<file path="src/rtl/mieu_pkg.sv">
`timescale 1ns / 1ps
package mieu_pkg;
  localparam logic [5:0] OP_ADD = 6'd0, OP_ADDI = 6'd1, OP_ADDIU = 6'd2, OP_ADDU = 6'd3,
    OP_AND = 6'd4, OP_ANDI = 6'd5, OP_BEQ = 6'd6, OP_BGEZ = 6'd7, OP_BGTZ = 6'd8,
    OP_BLEZ = 6'd9, OP_BLTZ = 6'd10, OP_BNE = 6'd11, OP_BREAK = 6'd12, OP_DIV = 6'd13,
    OP_J = 6'd14, OP_JAL = 6'd15, OP_JALR = 6'd16, OP_JR = 6'd17, OP_LB = 6'd18,
    OP_LBU = 6'd19, OP_LUI = 6'd20, OP_LW = 6'd21, OP_MFHI = 6'd22, OP_MFLO = 6'd23,
    OP_MULT = 6'd24, OP_OR = 6'd26, OP_ORI = 6'd27, OP_XOR = 6'd28,
    OP_SB = 6'd29, OP_SW = 6'd30, OP_SEB = 6'd31, OP_SLL = 6'd32, OP_SRA = 6'd33,
    OP_SRL = 6'd34, OP_SLT = 6'd35, OP_SLTI = 6'd36, OP_SLTIU = 6'd37, OP_SLTU = 6'd38,
    OP_SUB = 6'd39, OP_SUBU = 6'd40, OP_SYSCALL = 6'd41;

  localparam logic [1:0] ST_OK = 2'd0, ST_OVF = 2'd1, ST_BRK = 2'd2, ST_SYS = 2'd3;

  localparam logic [31:0] SEG_MASK = 32'hF000_0000;
  localparam logic [31:0] HALF_HIGH = 32'hFFFF_0000;
  localparam logic [31:0] SIGN_BIT = 32'h8000_0000;
  localparam logic [31:0] BYTE_MASK = 32'h0000_00FF;

  typedef struct packed {
    logic [5:0]  op;
    logic [31:0] rs_value;
    logic [31:0] rt_value;
    logic [15:0] immediate;
    logic [4:0]  shift_amount;
    logic [31:0] pc;
    logic [25:0] jump_index;
  } in_item_t;

  typedef struct packed {
    logic [31:0] result;
    logic        writes_result;
    logic        redirect;
    logic [31:0] target;
    logic [1:0]  status;
  } out_item_t;

  // start command into the multiply/divide unit and its completion
  typedef struct packed {
    logic        start;
    logic        is_div;
    logic [31:0] a;
    logic [31:0] b;
  } md_cmd_t;

  typedef struct packed {
    logic        done;
    logic        write_hilo;
    logic [31:0] hi;
    logic [31:0] lo;
  } md_rsp_t;
endpackage

</file>
<file path="src/rtl/mieu_if.sv">
`timescale 1ns / 1ps
interface mieu_in_if;
  logic valid;
  logic ready;
  mieu_pkg::in_item_t data;
  modport source (output valid, output data, input ready);
  modport sink (input valid, input data, output ready);
endinterface

interface mieu_out_if;
  logic valid;
  logic ready;
  mieu_pkg::out_item_t data;
  modport source (output valid, output data, input ready);
  modport sink (input valid, input data, output ready);
endinterface

</file>
<file path="src/rtl/mieu_muldiv.sv">
`timescale 1ns / 1ps
// shared 32-step shift/add-subtract unit: radix-2 multiply or restoring divide
module mieu_muldiv (
  input  logic              clk,
  input  logic              rst,
  input  mieu_pkg::md_cmd_t cmd,
  output mieu_pkg::md_rsp_t rsp
);
  logic        busy;
  logic        done;
  logic [5:0]  count;
  logic        is_div;
  logic        neg_q;
  logic        neg_r;
  logic        zero_div;
  logic [31:0] mag_b;
  logic [31:0] acc;   // product high half or partial remainder
  logic [31:0] sh;    // multiplier / dividend, shifting out as quotient shifts in
  logic [32:0] diff;
  logic [32:0] psum;
  logic [31:0] ma;
  logic [31:0] mb;
  logic [31:0] qf;
  logic [31:0] rf;

  assign ma = (cmd.is_div && cmd.a[31]) ? (32'd0 - cmd.a) : cmd.a;
  assign mb = (cmd.is_div && cmd.b[31]) ? (32'd0 - cmd.b) : cmd.b;
  assign diff = {acc, sh[31]} - {1'b0, mag_b};
  assign psum = {1'b0, acc} + (sh[0] ? {1'b0, mag_b} : 33'd0);

  always_ff @(posedge clk) begin
    if (rst) begin
      busy <= 1'b0;
      count <= 6'd0;
      done <= 1'b0;
    end else begin
      done <= 1'b0;
      if (cmd.start && !busy) begin
        busy <= 1'b1;
        count <= 6'd0;
      end else if (busy) begin
        count <= count + 6'd1;
        if (count == 6'd32) begin
          busy <= 1'b0;
          done <= 1'b1;
        end
      end
    end
  end

  always_ff @(posedge clk) begin
    if (cmd.start && !busy) begin
      is_div <= cmd.is_div;
      neg_q <= cmd.a[31] ^ cmd.b[31];
      neg_r <= cmd.a[31];
      zero_div <= (cmd.b == 32'd0);
      mag_b <= mb;
      acc <= 32'd0;
      sh <= ma;
    end else if (busy && count != 6'd32) begin
      if (is_div) begin
        if (!diff[32]) begin
          acc <= diff[31:0];
          sh <= {sh[30:0], 1'b1};
        end else begin
          acc <= {acc[30:0], sh[31]};
          sh <= {sh[30:0], 1'b0};
        end
      end else begin
        // unsigned multiply of raw operands, sign fix applied at the end
        acc <= psum[32:1];
        sh <= {psum[0], sh[31:1]};
      end
    end
  end

  // signed product high = unsigned high - (a<0 ? b : 0) - (b<0 ? a : 0)
  logic [31:0] a_raw;
  logic [31:0] b_raw;
  always_ff @(posedge clk) begin
    if (cmd.start && !busy) begin
      a_raw <= cmd.a;
      b_raw <= cmd.b;
    end
  end

  assign qf = neg_q ? (32'd0 - sh) : sh;
  assign rf = neg_r ? (32'd0 - acc) : acc;

  always_comb begin
    rsp.done = done;
    rsp.write_hilo = !(is_div && zero_div);
    if (is_div) begin
      rsp.hi = rf;
      rsp.lo = qf;
    end else begin
      rsp.hi = acc - (a_raw[31] ? b_raw : 32'd0) - (b_raw[31] ? a_raw : 32'd0);
      rsp.lo = sh;
    end
  end
endmodule

</file>
<file path="src/rtl/mips32_integer_execute_unit.sv">
`timescale 1ns / 1ps
// MIPS32 integer execute stage.
// in: valid/ready channel carrying one instruction item (op, source values,
//   immediate, shift amount, pc, jump index). out: valid/ready channel that
//   carries one result item per instruction (result, writes_result, redirect,
//   target, status).
// Single-cycle ops have the result valid the cycle after accept. MULT and DIV
// run 32 steps on the shared shift/add-subtract unit and have the result valid
// after that unit reports done.
// One item is in flight at a time: in.ready is high only when the block is
// idle and the output register is empty.
// HI and LO live here; DIV by zero leaves them untouched.
// Reset (rst, synchronous) clears HI, LO, the sequencer and the output valid.
// When the receiver holds out.ready low, the result item stays in the output
// register unchanged and no new item is taken until it leaves.
module mips32_integer_execute_unit (
  input logic     clk,
  input logic     rst,
  mieu_in_if.sink in,
  mieu_out_if.source out
);
  localparam logic [1:0] S_IDLE = 2'd0, S_MD = 2'd1, S_OUT = 2'd2;

  logic [1:0] state;
  logic [31:0] hi_reg;
  logic [31:0] lo_reg;
  mieu_pkg::md_cmd_t md_cmd;
  mieu_pkg::md_rsp_t md_rsp;
  mieu_pkg::out_item_t res_next;
  mieu_pkg::out_item_t res;
  logic in_fire;

  logic [5:0] op;
  logic [31:0] a, b, simm, zimm, sum, dif, btarget, pc4;
  logic [31:0] sum_i;
  logic take;

  assign in.ready = (state == S_IDLE);
  assign in_fire = in.valid && in.ready;
  assign op = in.data.op;
  assign a = in.data.rs_value;
  assign b = in.data.rt_value;
  assign simm = {{16{in.data.immediate[15]}}, in.data.immediate};
  assign zimm = {16'd0, in.data.immediate};
  assign pc4 = in.data.pc + 32'd4;
  assign btarget = pc4 + {simm[29:0], 2'b00};
  assign dif = a - b;
  assign sum = a + ((op == mieu_pkg::OP_ADD) ? b : simm);
  assign sum_i = a + simm;

  assign md_cmd.start = in_fire && (op == mieu_pkg::OP_DIV || op == mieu_pkg::OP_MULT);
  assign md_cmd.is_div = (op == mieu_pkg::OP_DIV);
  assign md_cmd.a = a;
  assign md_cmd.b = b;

  mieu_muldiv u_md (.clk(clk), .rst(rst), .cmd(md_cmd), .rsp(md_rsp));

  always_comb begin
    res_next = '0;
    take = 1'b0;
    case (op)
      mieu_pkg::OP_ADD, mieu_pkg::OP_ADDI: begin
        if (((a ^ sum) & (((op == mieu_pkg::OP_ADD) ? b : simm) ^ sum)
            & mieu_pkg::SIGN_BIT) != 32'd0) begin
          res_next.status = mieu_pkg::ST_OVF;
        end else begin
          res_next.result = sum;
          res_next.writes_result = 1'b1;
        end
      end
      mieu_pkg::OP_SUB: begin
        if (((a ^ b) & (a ^ dif) & mieu_pkg::SIGN_BIT) != 32'd0) begin
          res_next.status = mieu_pkg::ST_OVF;
        end else begin
          res_next.result = dif;
          res_next.writes_result = 1'b1;
        end
      end
      mieu_pkg::OP_ADDIU: begin res_next.result = sum_i; res_next.writes_result = 1'b1; end
      mieu_pkg::OP_ADDU: begin res_next.result = a + b; res_next.writes_result = 1'b1; end
      mieu_pkg::OP_AND: begin res_next.result = a & b; res_next.writes_result = 1'b1; end
      mieu_pkg::OP_ANDI: begin res_next.result = a & zimm; res_next.writes_result = 1'b1; end
      mieu_pkg::OP_BEQ: take = (a == b);
      mieu_pkg::OP_BGEZ: take = !a[31];
      mieu_pkg::OP_BGTZ: take = !a[31] && (a != 32'd0);
      mieu_pkg::OP_BLEZ: take = a[31] || (a == 32'd0);
      mieu_pkg::OP_BLTZ: take = a[31];
      mieu_pkg::OP_BNE: take = (a != b);
      mieu_pkg::OP_BREAK: res_next.status = mieu_pkg::ST_BRK;
      mieu_pkg::OP_J, mieu_pkg::OP_JAL: begin
        res_next.redirect = 1'b1;
        res_next.target = (pc4 & mieu_pkg::SEG_MASK) | {4'd0, in.data.jump_index, 2'b00};
        if (op == mieu_pkg::OP_JAL) begin
          res_next.result = in.data.pc + 32'd8;
          res_next.writes_result = 1'b1;
        end
      end
      mieu_pkg::OP_JALR, mieu_pkg::OP_JR: begin
        res_next.redirect = 1'b1;
        res_next.target = a;
        if (op == mieu_pkg::OP_JALR) begin
          res_next.result = in.data.pc + 32'd8;
          res_next.writes_result = 1'b1;
        end
      end
      mieu_pkg::OP_LB, mieu_pkg::OP_LBU, mieu_pkg::OP_LW, mieu_pkg::OP_SB,
      mieu_pkg::OP_SW: res_next.result = sum_i;
      mieu_pkg::OP_LUI: begin
        res_next.result = {in.data.immediate, 16'd0};
        res_next.writes_result = 1'b1;
      end
      mieu_pkg::OP_MFHI: begin res_next.result = hi_reg; res_next.writes_result = 1'b1; end
      mieu_pkg::OP_MFLO: begin res_next.result = lo_reg; res_next.writes_result = 1'b1; end
      mieu_pkg::OP_OR: begin res_next.result = a | b; res_next.writes_result = 1'b1; end
      mieu_pkg::OP_ORI: begin res_next.result = a | zimm; res_next.writes_result = 1'b1; end
      mieu_pkg::OP_XOR: begin res_next.result = a ^ b; res_next.writes_result = 1'b1; end
      mieu_pkg::OP_SEB: begin
        res_next.result = b[7] ? ((b & mieu_pkg::BYTE_MASK) | ~mieu_pkg::BYTE_MASK)
                               : (b & mieu_pkg::BYTE_MASK);
        res_next.writes_result = 1'b1;
      end
      mieu_pkg::OP_SLL: begin
        res_next.result = b << in.data.shift_amount;
        res_next.writes_result = 1'b1;
      end
      mieu_pkg::OP_SRA: begin
        res_next.result = $unsigned($signed(b) >>> in.data.shift_amount);
        res_next.writes_result = 1'b1;
      end
      mieu_pkg::OP_SRL: begin
        res_next.result = b >> in.data.shift_amount;
        res_next.writes_result = 1'b1;
      end
      mieu_pkg::OP_SLT: begin
        res_next.result = {31'd0, ($signed(a) < $signed(b))};
        res_next.writes_result = 1'b1;
      end
      mieu_pkg::OP_SLTI: begin
        res_next.result = {31'd0, ($signed(a) < $signed(simm))};
        res_next.writes_result = 1'b1;
      end
      mieu_pkg::OP_SLTIU: begin res_next.result = {31'd0, (a < simm)}; res_next.writes_result = 1'b1; end
      mieu_pkg::OP_SLTU: begin res_next.result = {31'd0, (a < b)}; res_next.writes_result = 1'b1; end
      mieu_pkg::OP_SUBU: begin res_next.result = dif; res_next.writes_result = 1'b1; end
      mieu_pkg::OP_SYSCALL: res_next.status = mieu_pkg::ST_SYS;
      default: res_next = '0;
    endcase
    if (take) begin
      res_next.redirect = 1'b1;
      res_next.target = btarget;
    end
  end

  always_ff @(posedge clk) begin
    if (rst) begin
      state <= S_IDLE;
      hi_reg <= 32'd0;
      lo_reg <= 32'd0;
    end else begin
      unique case (state)
        S_IDLE: begin
          if (in_fire) state <= md_cmd.start ? S_MD : S_OUT;
        end
        S_MD: begin
          if (md_rsp.done) begin
            state <= S_OUT;
            if (md_rsp.write_hilo) begin
              hi_reg <= md_rsp.hi;
              lo_reg <= md_rsp.lo;
            end
          end
        end
        S_OUT: begin
          if (out.ready) state <= S_IDLE;
        end
        default: state <= S_IDLE;
      endcase
    end
  end

  always_ff @(posedge clk) begin
    if (in_fire) res <= res_next;
  end

  assign out.valid = (state == S_OUT);
  assign out.data = res;

  a_one_in_flight: assert property (@(posedge clk) disable iff (rst)
    out.valid |-> !in.ready) else $error("input taken while result pending");
  a_md_only_busy: assert property (@(posedge clk) disable iff (rst)
    md_rsp.done |-> state == S_MD) else $error("muldiv done outside wait");
  a_result_holds: assert property (@(posedge clk) disable iff (rst)
    (out.valid && !out.ready) |=> $stable(res)) else $error("result changed while stalled");
endmodule

</file>
<file path="src/flat_wrapper.sv">
// flat-port wrapper written by rule: the top's interface ports become plain ports
module mips32_integer_execute_unit_flat 
  (clk, rst, in_valid, in_data, in_ready, out_valid, out_data, out_ready);
  mieu_in_if in_i ();
  mieu_out_if out_i ();
  input logic clk;
  input logic rst;
  input wire logic [$bits(in_i.valid)-1:0] in_valid;
  input wire logic [$bits(in_i.data)-1:0] in_data;
  output wire logic [$bits(in_i.ready)-1:0] in_ready;
  output wire logic [$bits(out_i.valid)-1:0] out_valid;
  output wire logic [$bits(out_i.data)-1:0] out_data;
  input wire logic [$bits(out_i.ready)-1:0] out_ready;
  assign in_i.valid = in_valid;
  assign in_i.data = in_data;
  assign in_ready = in_i.ready;
  assign out_valid = out_i.valid;
  assign out_data = out_i.data;
  assign out_i.ready = out_ready;
  mips32_integer_execute_unit u_core (.clk(clk), .rst(rst), .in(in_i), .out(out_i));
endmodule
</file>
<file path="config.mk">
export PLATFORM = sky130hd
export DESIGN_NAME = mips32_integer_execute_unit_flat
export DESIGN_NICKNAME = d
export VERILOG_FILES = /design/src/rtl/mieu_pkg.sv /design/src/rtl/mieu_if.sv /design/src/rtl/mieu_muldiv.sv /design/src/rtl/mips32_integer_execute_unit.sv /design/src/flat_wrapper.sv
export SDC_FILE = /design/constraint.sdc
export NUM_CORES = 2
export LEC_CHECK = 0
export BUFFER_PORTS_ARGS = -buffer_cell sky130_fd_sc_hd__buf_2
export CELL_PAD_IN_SITES_DETAIL_PLACEMENT = 1
export CELL_PAD_IN_SITES_GLOBAL_PLACEMENT = 2
export CORE_UTILIZATION = 39
export CTS_BUF_LIST = sky130_fd_sc_hd__clkbuf_16
export DETAILED_ROUTE_END_ITERATION = 8
export PLACE_DENSITY_LB_ADDON = 0.1
export SLEW_MARGIN = 20
export SYNTH_ARGS = -nofsm -noshare
export SYNTH_HDL_FRONTEND = slang
export SYNTH_SLANG_ARGS = --single-unit
</file>
<file path="constraint.sdc">
create_clock -name clk -period 9 [get_ports clk]
set_input_delay 0.45 -clock clk [delete_from_list [all_inputs] [get_ports clk]]
set_output_delay 0.45 -clock clk [all_outputs]
set_load 0.01 [all_outputs]
</file>
## Word-level counts from Yosys, hierarchy flattened

Cells that the tools add are included.
W data, S select, Z words.

- Register bits after elaboration: 306
- Input bits: 153
- Output and inout port bits: 70
- Word-level logic and storage cells: 170

- Add/sub/neg operators: 16
- $lt $le $gt $ge: 4
- Equal/unequal tests: 49
- Shifts and indexed selects: 3
- Multiplexer cells: 37
- Bitwise logic cells: 14
- Reductions and logical operators: 27

Operators by type and width:

| kind | number |
|---|---|
| $pmux W32 S23 | 1 |
| $mux W32 | 15 |
| $mux W33 | 4 |
| $add A32 B32 Y32 | 4 |
| $sub A1 B32 Y32 const A | 4 |
| $xor A32 B32 Y32 | 4 |
| $and A32 B32 Y32 | 3 |
| $lt A32 B32 Y1 | 3 |
| $sub A32 B32 Y32 | 3 |
| $eq A6 B5 Y1 const B | 15 |
| $eq A6 B6 Y1 const B | 11 |
| $pmux W33 S2 | 1 |
| $logic_not A32 Y1 | 2 |
| $mux W64 | 1 |
| $eq A6 B4 Y1 const B | 8 |
| $add A32 B32 Y33 | 1 |
| $sub A33 B32 Y33 | 1 |
| $add A32 B3 Y32 const B | 1 |
| $add A32 B4 Y32 const B | 1 |
| $and A32 B16 Y32 | 1 |
| $eq A32 B32 Y1 | 1 |
| $lt A32 B16 Y1 | 1 |
| $ne A32 B32 Y1 | 1 |
| $or A32 B16 Y32 | 1 |
| 34 further kinds | 62 |

## Depth between registers and ports, before layout

- Depth in word-level cells: 7
- Gate-level depth with buffers: 21

## By module

Synthesis repeated with hierarchy kept, for this count alone.

- Cell total of the unflattened synthesis: 4695
- Area, all modules: 36906.6 um2

Modules (own cells, without submodules):

| module | times used | cells an instance | area an instance (um2) | sequential area each (um2) |
|---|---|---|---|---|
| mips32_integer_execute_unit | 1 | 2811 | 21099.0 | 3363.2 |
| mieu_muldiv | 1 | 1884 | 15807.7 | 4704.5 |

## Worst setup path after synthesis

No wires, ideal clock.

- Kind: input to register
- From: in in_valid
- To: reg u_core.u_md.sh[1] (data pin)
- Library setup time: 422 ps
- Arrival time: 7629 ps
- Data required time: 8578 ps
- Slack: 949 ps
- Stages on the path: 8
- Buffers on the path: 2
- Cells stage by stage: nand2b_1 nor2_1 nand4_1 or2_2 inv_1 clkbuf_1 clkbuf_1 a31oi_1

- Longest elaborated chain between the ends: 4

Ends and longest elaborated chain:

| what | RTL line | source |
|---|---|---|
| from (decl) | flat_wrapper.sv:8 | `input wire logic [$bits(in_i.valid)-1:0] in_valid;` |
| $logic_and A1 B1 Y1 | mips32_integer_execute_unit.sv:39 | `assign in_fire = in.valid && in.ready;` |
| net u_core.in_fire | mips32_integer_execute_unit.sv:31 | `logic in_fire;` |
| $logic_and A1 B1 Y1 | mips32_integer_execute_unit.sv:51 | `assign md_cmd.start = in_fire && (op == mieu_pkg::OP_DIV \|\| op == mieu_pkg::OP_MULT);` |
| $logic_and A1 B1 Y1 | mieu_muldiv.sv:52 | `if (cmd.start && !busy) begin` |
| $mux W32 | mieu_muldiv.sv:52 |  |
| to (signal assigned) | mieu_muldiv.sv:59 | `sh <= ma;` |
| to (signal assigned) | mieu_muldiv.sv:64 | `sh <= {sh[30:0], 1'b1};` |
| to (signal assigned) | mieu_muldiv.sv:67 | `sh <= {sh[30:0], 1'b0};` |
| to (decl) | mieu_muldiv.sv:18 | `logic [31:0] sh;` |

The timed path passes the listed nets, and every way through them passes these cells.
A chain may end at the register's enable or synchronous reset.

## Worst setup path in the final report

- From: reg u_core.u_md.neg_r
- To: reg u_core.hi_reg[29]

- Longest elaborated chain between the ends: 2

Ends and longest elaborated chain:

| what | RTL line | source |
|---|---|---|
| from (decl) | mieu_muldiv.sv:14 | `logic neg_r;` |
| from (signal assigned) | mieu_muldiv.sv:55 | `neg_r <= cmd.a[31];` |
| $mux W32 | mieu_muldiv.sv:88 | `assign rf = neg_r ? (32'd0 - acc) : acc;` |
| $mux W64 | mieu_muldiv.sv:93 | `if (is_div) begin` |
| to (signal assigned) | mips32_integer_execute_unit.sv:168 | `hi_reg <= md_rsp.hi;` |
| to (decl) | mips32_integer_execute_unit.sv:25 | `logic [31:0] hi_reg;` |

No other way between the ends.

==> impl_metrics.json <==
{
  "outcome": "completed",
  "largest_reg_flops": 68,
  "start_util_pct": 39.6,
  "cp_data_arrival_time_ns": 5.97,
  "yosysWarnings": 0,
  "synth_compound_area_share_pct": 27.0,
  "setup_tns_ns": 0,
  "vias": 37692,
  "grt_pass1_wl_mm": 271,
  "finalClockSkew_ns": 0.0419,
  "die_h_um": 306,
  "min_path_type": "in -> reg",
  "drv_cap": 0,
  "htreeDepth": 2,
  "setup_viol": 0,
  "end_kind": "flip-flop",
  "hold_ws_ns": 0.146,
  "synth.yosys.seq_area_share_pct": 22.5,
  "synth_top_area_cell": "edfxtp_1",
  "post-route-util_pct": 44.0,
  "path_clk_slew_ns": 0.08,
  "ant_nets": 0,
  "post-route-period-util_pct": 60.7,
  "yosys.area.top_type_share_pct": 16.5,
  "p_per_area_nw_per_um2": 171,
  "drive_gt1_share_pct": 11.2,
  "p_leak_nw": 16.2,
  "synth.avg_cell_area_um2": 8.14,
  "worst_pin_slew_ns": 1.20,
  "fillers": 10821,
  "critical_path_required_ns": 9.50,
  "antenna_found_initial": 16,
  "slew_headroom_pct": 19.3,
  "ys.flop_type": "edfxtp_1",
  "path_class": "reg -> reg",
  "first_pass_iters": 6,
  "clock_sinks": 304,
  "grt_max_degree": 122,
  "synth_top_family_by_area": "compound AO/OA/AOI/OAI gates",
  "wirelength_mm": 193,
  "post-route-min-period_ns": 5.47,
  "cts_root_buffer": "clkbuf_16",
  "rsz0062_at_grt": "false",
  "dieWidth_um": 306,
  "track_usage_pct": 40.2,
  "dp_hpwl_mm": 147,
  "synth_xor_area_share_pct": 8.53,
  "ys_async_sr_fraction_pct": 0,
  "dr.first_iter.drc_count": 3774,
  "fmax_mhz": 183,
  "dp.cells": 5668,
  "synthToLayoutAreaGrowth_pct": 11.0,
  "synthMuxAreaShare_pct": 6.31,
  "slew_violations": 0,
  "numCtsBuffers": 42,
  "cts_resized": 0,
  "finalHoldViolCount": 0,
  "synth_edf_count": 198,
  "synth_adder_area_share_pct": 14.5,
  "netlist_instances": 4416,
  "via_per_inst": 6.54,
  "post-route-drc-count": 0,
  "die-area_um2": 93300,
  "synth_area_um2": 35900,
  "ir_drop_mv": 0.132,
  "post_cts_buffers": 0,
  "synthSimpleGateAreaFrac_pct": 16.3,
  "synth_area_leaders": "edfxtp_1, ha_1, dfxtp_1, xnor2_1, o21ai_0",
  "core_um2": 90700,
  "path_max_fanout": 55,
  "ys_ff_latch": 304,
  "fin_nets": 5084,
  "grt_pass1_vias": 36713,
  "cts_max_path_buffers": 3,
  "fin_cells": 5762,
  "cts_tree": "done",
  "ctsHoldBuffers": 0,
  "ios": 223,
  "clock_latency_ns": 0.62,
  "rows": 110,
  "gp_congestion": 1.01,
  "cp-start-kind": "flip-flop",
  "port_buffers": 222,
  "gr-total-overflow": 0,
  "synth_nets": 4964,
  "ys_types": 103,
  "wl_per_cell_um": 33.5
}
[worst max-delay path: stages (launching register included)]
cell and delay, ns:
edfxtp_1 0.60, buf_4 0.60, nand2_1 0.15, fa_1 0.49
ha_1 0.35, or4_1 0.52, o21a_1 0.18, a211oi_1 0.54
o21bai_1 0.24, a2111oi_2 0.56, o31ai_2 0.19, o211ai_1 0.24
mux2_2 0.36, a221oi_1 0.31
[Yosys cell counts (15+ instances only)]
cell type and count:
o31ai_1 36, and2_1 22, a211o_1 15, ha_1 358, nor3_1 65, o221ai_1 25, o2111ai_1 32, nand2b_1 43
nand3_1 76, o211ai_1 45, a21oi_1 321, a21o_1 128, a211oi_1 88, o22ai_1 28, buf_1 19, or4_1 21
dfxtp_1 106, nor4_1 25, nand2_1 424, nand4_1 45, mux4_2 36, a221oi_1 43, edfxtp_1 198, o21a_1 33
clkbuf_1 191, xor2_1 123, and3_1 31, buf_2 25, o21bai_1 38, xnor2_1 225, a22oi_1 60, mux2i_1 127
a31oi_1 50, fa_1 37, or2_2 15, or3_1 25, nor2b_1 31, nor2_1 397, inv_1 211, o21ai_0 351
[layer usage]
layer / track usage, % / vias up / part of all wire [%]
li1: - / 16623 / -
met1: 52.3 / 18757 / 41
met2: 62.6 / 1852 / 44
met3: 8.37 / 450 / 8.7
met4: 21.1 / 10 / 6.0
met5: 0 / - / 0.047
[per-stage QoR]
step / setup slack (ns) / area [um^2] / power [mW]
floorplan: 0.949 / 35900 / 3.84
global route: 3.25 / 39900 / 7.14
detailed placement: 3.21 / 38400 / 4.94
global placement: 3.34 / 38400 / 4.92
finish: 3.53 / 39900 / 6.84
CTS: 3.68 / 39900 / 6.77
[path summary, 6_finish.rpt]
kind | depth (start not counted) | end | start | slack [ns]
max | 13 | u_core.hi_reg[29] | u_core.u_md.neg_r | 3.53
min | 3 | u_core.out.data[29] | in_data[25] | 0.15
max reg2reg | 13 | u_core.hi_reg[29] | u_core.u_md.neg_r | 3.53
min reg2reg | 2 | u_core.hi_reg[24] | u_core.hi_reg[24] | 0.49
[cells by family (layout without fill, tap and decap cells)]
logic type / after synthesis / in the layout
compound gates: 1464 / 1464
xor+xnor: 349 / 349
fa+ha+maj: 395 / 395
buf+inv: 457 / 611
flops: 304 / 304
mux: 179 / 179
other cells: 0 / 16
simple gates: 1268 / 1268
[where the power goes]
group | switching [mW] | leakage (nW) | internal [mW] | total, mW
registers | 0.150 | 2.71 | 1.58 | 1.73
logic | 2.07 | 12.8 | 1.21 | 3.28
clock network | 0.781 | 0.711 | 1.05 | 1.83
[placed cells by master, fill, tap and decap left out, drive strengths merged, types with 25 or more instances in the layout]
| cell type | Yosys | final |
|---|---|---|
| nand2 | 425 | 425 |
| nor2 | 397 | 397 |
| o21ai | 363 | 363 |
| ha | 358 | 358 |
| a21oi | 326 | 326 |
| buf | 49 | 317 |
| xnor2 | 226 | 226 |
| inv | 212 | 220 |
| edfxtp | 198 | 198 |
| a21o | 128 | 128 |
| mux2i | 127 | 127 |
| xor2 | 123 | 123 |
| dfxtp | 106 | 106 |
| a211oi | 88 | 88 |
| nand3 | 76 | 76 |
| nor3 | 69 | 69 |
| a22oi | 60 | 60 |
| a31oi | 51 | 51 |
| nand4 | 45 | 45 |
| o211ai | 45 | 45 |
| a221oi | 45 | 45 |
| nand2b | 43 | 43 |
| clkbuf | 192 | 43 |
| o21bai | 38 | 38 |
| o31ai | 38 | 38 |
| fa | 37 | 37 |
| mux4 | 36 | 36 |
| o21a | 33 | 33 |
| o2111ai | 32 | 32 |
| nor2b | 31 | 31 |
| and3 | 31 | 31 |
| o22ai | 28 | 28 |
| nor4 | 27 | 27 |
| or3 | 25 | 25 |
| o221ai | 25 | 25 |
[final cells by class]
type                       instances  area [um^2]  area share, %
antenna                           16         40.0          0.100
clock buffer                      43         1080           2.70
clock inverter                    35          363          0.909
inverter                         216          816           2.04
multi-input combinational       3655        26200           65.7
sequential                       304         8070           20.2
tap                             1176         1470           3.69
timing repair buffer             317         1850           4.64
(Power assumes the default switching activity.)
